[config.mk]
export PLATFORM = sky130hd
export DESIGN_NAME = mutex_table_with_wait_queues_unit
export DESIGN_NICKNAME = d
export VERILOG_FILES = /design/src/rtl/mtwq_pkg.sv /design/src/rtl/mtwq_front.sv /design/src/rtl/mtwq_engine.sv /design/src/rtl/mutex_table_with_wait_queues_unit.sv
export SDC_FILE = /design/constraint.sdc
export NUM_CORES = 2
export LEC_CHECK = 0
export BUFFER_PORTS_ARGS = -buffer_cell sky130_fd_sc_hd__buf_2
export CAP_MARGIN = 20
export CELL_PAD_IN_SITES_DETAIL_PLACEMENT = 0
export CELL_PAD_IN_SITES_GLOBAL_PLACEMENT = 1
export CORE_MARGIN = 5
export CORE_UTILIZATION = 30
export CTS_BUF_LIST = sky130_fd_sc_hd__clkbuf_16
export CTS_CLUSTER_SIZE = 30
export DETAILED_ROUTE_END_ITERATION = 7
export PLACE_DENSITY_LB_ADDON = 0.08
export SLEW_MARGIN = 20
export SYNTH_ARGS = -nofsm -noshare
export SYNTH_HDL_FRONTEND = slang
export SYNTH_SLANG_ARGS = --single-unit
[constraint.sdc]
create_clock -name clk -period 5.1 [get_ports clk]
set_clock_uncertainty 0.2 [all_clocks]
set_input_delay 0.255 -clock clk [delete_from_list [all_inputs] [get_ports clk]]
set_output_delay 0.255 -clock clk [all_outputs]
set_load 0.1 [all_outputs]
[src/rtl/mtwq_pkg.sv]
// Shared types and status codes for the mutex table with wait queues.
package mtwq_pkg;

    localparam logic [2:0] ST_GRANTED   = 3'd0;
    localparam logic [2:0] ST_QUEUED    = 3'd1;
    localparam logic [2:0] ST_NO_SPACE  = 3'd2;
    localparam logic [2:0] ST_HANDED    = 3'd3;
    localparam logic [2:0] ST_FREED     = 3'd4;
    localparam logic [2:0] ST_UNKNOWN   = 3'd5;
    localparam logic [2:0] ST_NOT_OWNER = 3'd6;

    localparam logic ACT_LOCK   = 1'b0;
    localparam logic ACT_UNLOCK = 1'b1;

    // One request as it travels from front to back
    typedef struct packed {
        logic        action;
        logic [7:0]  thread_id;
        logic [31:0] lock_id;
    } req_t;

endpackage

[src/rtl/mtwq_front.sv]
// Request front end: takes requests and holds them in a short queue for the engine.
module mtwq_front (
    input  logic          clk,
    input  logic          rst_n,
    input  logic          start,
    input  logic          action,
    input  logic [7:0]    thread_id,
    input  logic [31:0]   lock_id,
    output logic          busy,
    output mtwq_pkg::req_t req,
    output logic          req_valid,
    input  logic          req_take
);
    import mtwq_pkg::*;

    req_t       q_reg [2];
    logic [1:0] cnt_reg;
    logic       wp_reg;
    logic       rp_reg;
    logic       push;

    // Block new requests while the queue is full
    assign busy      = (cnt_reg == 2'd2);
    assign push      = start && !busy;
    assign req_valid = (cnt_reg != 2'd0);
    assign req       = q_reg[rp_reg];

    // Write the request into the queue
    always_ff @(posedge clk)
    begin
        if (push)
        begin
            q_reg[wp_reg] <= '{action: action, thread_id: thread_id, lock_id: lock_id};
        end
    end

    // Advance pointers and count
    always_ff @(posedge clk or negedge rst_n)
    begin
        if (!rst_n)
        begin
            cnt_reg <= 2'd0;
            wp_reg  <= 1'b0;
            rp_reg  <= 1'b0;
        end
        else
        begin
            if (push)
            begin
                wp_reg <= ~wp_reg;
            end
            if (req_take)
            begin
                rp_reg <= ~rp_reg;
            end
            cnt_reg <= cnt_reg + {1'b0, push} - {1'b0, req_take};
        end
    end

    a_take_valid: assert property (@(posedge clk) disable iff (!rst_n)
        req_take |-> req_valid) else $error("take from empty queue");
    a_cnt_range: assert property (@(posedge clk) disable iff (!rst_n)
        cnt_reg != 2'd3) else $error("queue count overflow");
    a_full_busy: assert property (@(posedge clk) disable iff (!rst_n)
        (cnt_reg == 2'd2 && !req_take) |=> busy) else $error("full queue not busy");

endmodule

[src/rtl/mtwq_engine.sv]
// Lock engine: slot search, grant, queueing and handover of one request at a time.
module mtwq_engine #(
    parameter int LOCK_SLOTS     = 16,
    parameter int WAITER_ENTRIES = 32
) (
    input  logic           clk,
    input  logic           rst_n,
    input  mtwq_pkg::req_t req,
    input  logic           req_valid,
    output logic           req_take,
    output logic           done,
    output logic [2:0]     status,
    output logic [7:0]     next_owner,
    output logic [4:0]     free_locks,
    output logic [5:0]     free_waiters
);
    import mtwq_pkg::*;

    localparam int SW = (LOCK_SLOTS > 1) ? $clog2(LOCK_SLOTS) : 1;
    localparam int WW = (WAITER_ENTRIES > 1) ? $clog2(WAITER_ENTRIES) : 1;
    localparam int SC = $clog2(LOCK_SLOTS + 1);
    localparam int WC = $clog2(WAITER_ENTRIES + 1);
    localparam int QL = $clog2(WAITER_ENTRIES + 1);

    localparam logic [2:0] S_IDLE = 3'd0;
    localparam logic [2:0] S_SCAN = 3'd1;
    localparam logic [2:0] S_DEC  = 3'd2;
    localparam logic [2:0] S_WSCN = 3'd3;
    localparam logic [2:0] S_HAND = 3'd4;
    localparam logic [2:0] S_DONE = 3'd5;

    // Slot table
    logic [LOCK_SLOTS-1:0] used_reg;
    logic [31:0]           key_reg    [LOCK_SLOTS];
    logic [7:0]            holder_reg [LOCK_SLOTS];
    logic [WW-1:0]         head_reg   [LOCK_SLOTS];
    logic [WW-1:0]         tail_reg   [LOCK_SLOTS];
    logic [QL-1:0]         qlen_reg   [LOCK_SLOTS];
    // Waiter pool
    logic [WAITER_ENTRIES-1:0] wused_reg;
    logic [7:0]                wthr_mem  [WAITER_ENTRIES];
    logic [WW-1:0]             wlink_mem [WAITER_ENTRIES];
    logic [7:0]                wthr_rd_reg;
    logic [WW-1:0]             wlink_rd_reg;

    logic [SC-1:0] fs_reg;
    logic [WC-1:0] fw_reg;

    logic [2:0]    state_reg;
    req_t          cur_reg;
    logic [SW:0]   idx_reg;
    logic [WW:0]   widx_reg;
    logic          hit_reg;
    logic [SW-1:0] hit_slot_reg;
    logic          fr_reg;
    logic [SW-1:0] free_slot_reg;
    logic [2:0]    st_reg;
    logic [7:0]    nx_reg;

    logic [SW-1:0] si;
    logic [WW-1:0] wi;
    assign si = idx_reg[SW-1:0];
    assign wi = widx_reg[WW-1:0];

    assign req_take     = (state_reg == S_IDLE) && req_valid;
    assign done         = (state_reg == S_DONE);
    assign status       = st_reg;
    assign next_owner   = nx_reg;
    assign free_locks   = 5'(fs_reg);
    assign free_waiters = 6'(fw_reg);

    // Waiter memory: registered read of head entry
    always_ff @(posedge clk)
    begin
        wthr_rd_reg  <= wthr_mem[head_reg[hit_slot_reg]];
        wlink_rd_reg <= wlink_mem[head_reg[hit_slot_reg]];
        if (state_reg == S_WSCN && !wused_reg[wi])
        begin
            wthr_mem[wi]  <= cur_reg.thread_id;
            wlink_mem[wi] <= '0;
        end
        if (state_reg == S_WSCN && !wused_reg[wi] && qlen_reg[hit_slot_reg] != '0)
        begin
            wlink_mem[tail_reg[hit_slot_reg]] <= wi;
        end
    end

    // Slot payload registers
    always_ff @(posedge clk)
    begin
        if (state_reg == S_DEC && cur_reg.action == ACT_LOCK && !hit_reg && fr_reg
            && fs_reg != '0)
        begin
            holder_reg[free_slot_reg] <= cur_reg.thread_id;
        end
        if (state_reg == S_WSCN && !wused_reg[wi])
        begin
            if (qlen_reg[hit_slot_reg] == '0)
            begin
                head_reg[hit_slot_reg] <= wi;
            end
            tail_reg[hit_slot_reg] <= wi;
        end
        if (state_reg == S_HAND)
        begin
            holder_reg[hit_slot_reg] <= wthr_rd_reg;
            head_reg[hit_slot_reg]   <= wlink_rd_reg;
        end
    end

    // Control sequencer
    always_ff @(posedge clk or negedge rst_n)
    begin
        if (!rst_n)
        begin
            state_reg     <= S_IDLE;
            used_reg      <= '0;
            wused_reg     <= '0;
            fs_reg        <= SC'(LOCK_SLOTS);
            fw_reg        <= WC'(WAITER_ENTRIES);
            for (int i = 0; i < LOCK_SLOTS; i++)
            begin
                key_reg[i]  <= '0;
                qlen_reg[i] <= '0;
            end
            cur_reg       <= '0;
            idx_reg       <= '0;
            widx_reg      <= '0;
            hit_reg       <= 1'b0;
            hit_slot_reg  <= '0;
            fr_reg        <= 1'b0;
            free_slot_reg <= '0;
            st_reg        <= ST_GRANTED;
            nx_reg        <= '0;
        end
        else
        begin
            case (state_reg)
                S_IDLE:
                begin
                    if (req_valid)
                    begin
                        cur_reg   <= req;
                        idx_reg   <= '0;
                        hit_reg   <= 1'b0;
                        fr_reg    <= 1'b0;
                        nx_reg    <= '0;
                        state_reg <= S_SCAN;
                    end
                end
                // Scan one slot a cycle for key match and lowest free slot
                S_SCAN:
                begin
                    if (used_reg[si] && key_reg[si] == cur_reg.lock_id && !hit_reg)
                    begin
                        hit_reg      <= 1'b1;
                        hit_slot_reg <= si;
                    end
                    if (!used_reg[si] && !fr_reg)
                    begin
                        fr_reg        <= 1'b1;
                        free_slot_reg <= si;
                    end
                    if (idx_reg == (SW+1)'(LOCK_SLOTS - 1))
                    begin
                        state_reg <= S_DEC;
                    end
                    idx_reg <= idx_reg + 1'b1;
                end
                S_DEC:
                begin
                    state_reg <= S_DONE;
                    if (cur_reg.action == ACT_LOCK)
                    begin
                        if (hit_reg)
                        begin
                            if (fw_reg == '0)
                            begin
                                st_reg <= ST_NO_SPACE;
                            end
                            else
                            begin
                                widx_reg  <= '0;
                                state_reg <= S_WSCN;
                            end
                        end
                        else if (fs_reg == '0 || !fr_reg)
                        begin
                            st_reg <= ST_NO_SPACE;
                        end
                        else
                        begin
                            used_reg[free_slot_reg] <= 1'b1;
                            key_reg[free_slot_reg]  <= cur_reg.lock_id;
                            qlen_reg[free_slot_reg] <= '0;
                            fs_reg <= fs_reg - 1'b1;
                            st_reg <= ST_GRANTED;
                        end
                    end
                    else if (!hit_reg)
                    begin
                        st_reg <= ST_UNKNOWN;
                    end
                    else if (holder_reg[hit_slot_reg] != cur_reg.thread_id)
                    begin
                        st_reg <= ST_NOT_OWNER;
                    end
                    else if (qlen_reg[hit_slot_reg] != '0)
                    begin
                        state_reg <= S_HAND;
                    end
                    else
                    begin
                        used_reg[hit_slot_reg] <= 1'b0;
                        key_reg[hit_slot_reg]  <= '0;
                        fs_reg <= fs_reg + 1'b1;
                        st_reg <= ST_FREED;
                    end
                end
                // Find the lowest free waiter entry and link it at the tail
                S_WSCN:
                begin
                    if (!wused_reg[wi])
                    begin
                        wused_reg[wi] <= 1'b1;
                        fw_reg <= fw_reg - 1'b1;
                        qlen_reg[hit_slot_reg] <= qlen_reg[hit_slot_reg] + 1'b1;
                        st_reg    <= ST_QUEUED;
                        state_reg <= S_DONE;
                    end
                    else if (widx_reg == (WW+1)'(WAITER_ENTRIES - 1))
                    begin
                        st_reg    <= ST_NO_SPACE;
                        state_reg <= S_DONE;
                    end
                    widx_reg <= widx_reg + 1'b1;
                end
                // Pass the lock to the oldest waiter
                S_HAND:
                begin
                    wused_reg[head_reg[hit_slot_reg]] <= 1'b0;
                    qlen_reg[hit_slot_reg] <= qlen_reg[hit_slot_reg] - 1'b1;
                    fw_reg    <= fw_reg + 1'b1;
                    nx_reg    <= wthr_rd_reg;
                    st_reg    <= ST_HANDED;
                    state_reg <= S_DONE;
                end
                S_DONE:
                begin
                    state_reg <= S_IDLE;
                end
                default:
                begin
                    state_reg <= S_IDLE;
                end
            endcase
        end
    end

    a_fs_range: assert property (@(posedge clk) disable iff (!rst_n)
        fs_reg <= SC'(LOCK_SLOTS)) else $error("free slot count out of range");
    a_fw_count: assert property (@(posedge clk) disable iff (!rst_n)
        $countones(wused_reg) + fw_reg == WAITER_ENTRIES) else $error("waiter count mismatch");
    a_fs_count: assert property (@(posedge clk) disable iff (!rst_n)
        $countones(used_reg) + fs_reg == LOCK_SLOTS) else $error("slot count mismatch");
    a_done_pulse: assert property (@(posedge clk) disable iff (!rst_n)
        done |=> !done) else $error("result held two cycles");
    a_nx_zero: assert property (@(posedge clk) disable iff (!rst_n)
        (done && st_reg != ST_HANDED) |-> nx_reg == '0) else $error("next owner not zero");

endmodule

[src/rtl/mutex_table_with_wait_queues_unit.sv]
// Top level of the mutex table with FIFO wait queues.
// Usage: drive action, thread_id and lock_id with start; a request is taken
// at a rising edge where start is high and busy is low. A two-entry request
// queue sits in front of the lock engine, so up to two requests may be
// taken while the engine works.
// Each request gives exactly one result on status, next_owner, free_locks
// and free_waiters, marked by done for one cycle; the receiver cannot stall.
// The slot-by-slot key search over every slot sets the pace for each request;
// a handover adds a step, and a queued lock takes longer still while
// queueing scans the waiter pool. The engine works on one request at a time.
// Reset empties all slots and waiters; the free counts start at LOCK_SLOTS
// and WAITER_ENTRIES. No clearing pass is needed.
module mutex_table_with_wait_queues_unit #(
    parameter int LOCK_SLOTS     = 16,
    parameter int WAITER_ENTRIES = 32
) (
    input  logic        clk,
    input  logic        rst_n,
    input  logic        start,
    output logic        busy,
    input  logic        action,
    input  logic [7:0]  thread_id,
    input  logic [31:0] lock_id,
    output logic        done,
    output logic [2:0]  status,
    output logic [7:0]  next_owner,
    output logic [4:0]  free_locks,
    output logic [5:0]  free_waiters
);
    import mtwq_pkg::*;

    req_t req;
    logic req_valid;
    logic req_take;

    mtwq_front u_front (
        .clk       (clk),
        .rst_n     (rst_n),
        .start     (start),
        .action    (action),
        .thread_id (thread_id),
        .lock_id   (lock_id),
        .busy      (busy),
        .req       (req),
        .req_valid (req_valid),
        .req_take  (req_take)
    );

    mtwq_engine #(
        .LOCK_SLOTS     (LOCK_SLOTS),
        .WAITER_ENTRIES (WAITER_ENTRIES)
    ) u_engine (
        .clk          (clk),
        .rst_n        (rst_n),
        .req          (req),
        .req_valid    (req_valid),
        .req_take     (req_take),
        .done         (done),
        .status       (status),
        .next_owner   (next_owner),
        .free_locks   (free_locks),
        .free_waiters (free_waiters)
    );

endmodule
==> impl_metrics.csv <==
group,metric,value,unit
outcome,status,"complete, no violations",
layout,largest_register_ffs,512,
critical_path,path_class,"flip-flop to flip-flop",
cts,cts_buffer_depth,3,
synth,synth_commonest_cells,"edfxtp_1 (786), dfrtp_1 (745), a22o_1 (530)",
drt,wirelength,245600,um
synth,ys_top_cells_by_area,"edfxtp_1 (35%), dfrtp_1 (27%), mux4_2 (10%)",
cts,cts_num_sinks,1546,
cts,cts_root_buffer,"clkbuf_16",
run,maxCapViolCount,0,
drt,vias,43390,
critical_path,r2r_end,"u_engine.key_reg[277]$_DFFE_PN0P_",
drt,via_per_inst,5.386,
min_path,hp-class,"input pin to flip-flop",
floorplan,dieHeight,486.5,um
timing,final-max-slew-violation-count,0,
floorplan,die_w,486.5,um
synth,synth_cells,4662,
synth,async_flop_share,48.32,%
timing,setup_viol,0,
critical_path,critPathLaunchType,"flip-flop",
timing,maxSlewHeadroom,20.04,%
grt,grt_overflow,0,
cts,ctsResizeCount,0,
floorplan,coreArea,0.2266,mm^2
grt,grt_pass1_wl,350200,um
grt,track_usage,20.45,%
timing,rsz0062_at_grt,"no",
power_and_ir_drop,powerDensity,434.5,mW/mm^2
placed_design,globalplace.congestion,0.7958,
synth,yosys_warnings,0,
cts,worstSkewPairLatency,850,ps
synth,syn_area,0.06811,mm^2
synth,syn_avg_cell_area,14.61,um^2
grt,grt_max_degree,148,
synth,synth-seq-cells,1546,
layout,nets,4962,
grt,grt_pass1_vias,44900,
cts,cts_tree,"built",
placed_design,dpl.hpwl,155100,um
cts,path_clk_slew,60,ps
power_and_ir_drop,p_leak,30.79,nW
cts,cts_htree_levels,4,
critical_path,cp.required,5570,ps
drt,antenna_left,0,
synth,synth-edff-count,786,
critical_path,critPathMaxFanout,36,
synth,synth_most_common_cell,"edfxtp_1",
floorplan,ios,68,
critical_path,critical_path.endpoint_type,"flip-flop",
placed_design,port_buffers,67,
placed_design,placed_area,0.07327,mm^2
timing,clock.fmax,0.2021,GHz
drt,drc,0,
timing,tightest_slew,1195,ps
floorplan,row_count,175,
timing,fin_tns_setup,0,ps
synth,synth_cell_types,85,
drt,drt_first_pass_iters,5,
grt,antenna_found_initial,4,
synth,synth_top_area_cell,"edfxtp_1",
cts,cts_inserted_buffers,181,
critical_path,r2r_slack,150,ps
floorplan,die_area,0.2367,mm^2
drt,drt-initial-drc-count,3738,
layout,synthToLayoutAreaGrowth,17.29,%
layout,layout-drive-gt1-share,21.16,%
synth,synth_fp_nets,4728,
layout,nFillCells,21880,
timing,min_period,4947,ps
power_and_ir_drop,irDropWorstVdd,0.3987,mV
critical_path,timing.rr.start,"u_engine.hit_slot_reg[1]$_DFFE_PN0P_",
layout,final_cell_area,0.07988,mm^2
timing,hold_violations,0,
timing,fin_crit_sh,97.00,%
floorplan,start_util,30.05,%
critical_path,worstSetupStartpoint,"u_engine.hit_slot_reg[1]$_DFFE_PN0P_",
synth,ys.flop_type,"edfxtp_1",
synth,synth_top_area_share,34.66,%
critical_path,reg2reg_depth,11,
synth,yosysSeqAreaShare,62.49,%
drt,wl_per_cell,30.48,um
critical_path,crit_arrival,5420,ps
critical_path,crit_end,"u_engine.key_reg[277]$_DFFE_PN0P_",
critical path, cell delays in order (launching register included):
cell and delay [ps]:
dfrtp_4 750, buf_12 330, mux4_2 360, mux4_2 480, xnor2_1 330, nand4_1 230
nor2_1 470, buf_4 250, o21a_4 400, nand2_4 290, buf_12 270, a22o_1 250
cell usage in the layout, fill, tap and decap left out, types with 161 or more instances in the layout:
cell type,count
buf_4,245
edfxtp_1,786
nand2_1,218
mux4_2,317
dfrtp_1,732
nor2_1,292
a21oi_1,161
mux2i_1,173
a22o_1,530
clkbuf_16,185
stage by stage:
step | hold slack, ps | instances | setup slack, ps | utilization (%) | total power [mW]
2_1_floorplan | -240.6 | 4662 | 951.5 | - | 18.95
3_3_place_gp | 75.95 | 7632 | -174.8 | 32.31 | 22.50
3_5_place_dp | 75.52 | 7632 | -244.9 | 32.33 | 22.51
4_1_cts | 130.4 | 8055 | 118.1 | 35.23 | 35.22
5_1_grt | 213.8 | 8057 | 22.72 | 35.25 | 36.14
6_report | 194.8 | 8057 | 153.0 | 35.25 | 34.71
repair_timing:
action                                  CTS  global route
buffers inserted                          3             0
endpoints found under the setup margin  481             0
hold buffers                             86             0
hold endpoints to repair                693             0
kinds of logic (layout without fill, tap and decap cells):
logic type | after synthesis | after routing | synth area share [%]
AO/OA/AOI/OAI | 1130 | 1130 | 12.70
XOR/XNOR | 49 | 49 | 0.6301
adder cells (fa/ha/maj) | 22 | 22 | 0.4262
buffers and inverters | 448 | 833 | 3.320
flip-flops | 1546 | 1546 | 62.49
multiplexers | 531 | 531 | 13.70
other | 0 | 1 | 0
AND/OR/NAND/NOR | 936 | 936 | 6.737
layer usage:
layer  up-vias  global-route usage [%]  part of all wire (%)
li1      18670                       -                     -
met1     23060                   28.00                    44
met2      1309                   33.29                    48
met3       352                   3.540                   5.1
met4         2                   6.293                   3.2
met5         -                       0                0.0065
final cells by class:
| cell class | count | area (um^2) | share of cell area (%) |
|---|---|---|---|
| flip-flops and latches | 1546 | 42590 | 53.32 |
| multi-input cells | 2668 | 23480 | 29.40 |
| clock buffers | 185 | 4629 | 5.796 |
| repair buffers | 457 | 4244 | 5.313 |
| well taps | 3009 | 3765 | 4.713 |
| clock inverters | 149 | 1008 | 1.262 |
| inverters | 42 | 157.7 | 0.1974 |
| diodes | 1 | 2.502 | 0.003133 |
where the power goes:
group          switching (mW)  total [mW]  internal (mW)
Clock                    5.50        12.5           7.03
Combinational            5.11        7.24           2.13
Sequential              0.877        14.9           14.1
Total                    11.5        34.7           23.2
worst min path at each step:
stage,start,end,slack (ps),depth (start not counted)
final,start,u_front.wp_reg$_DFFE_PN0P_,190,4
after detailed placement,rst_n,u_engine.key_reg[154]$_DFFE_PN0P_,80,1
after floorplan,rst_n,u_engine.cur_reg[0]$_DFFE_PN0P_,-240,0
after global routing,start,u_front.wp_reg$_DFFE_PN0P_,210,4
after CTS,start,u_front.wp_reg$_DFFE_PN0P_,130,4
after global placement,rst_n,u_engine.key_reg[58]$_DFFE_PN0P_,80,1
Power figures use the tool's default switching activity.
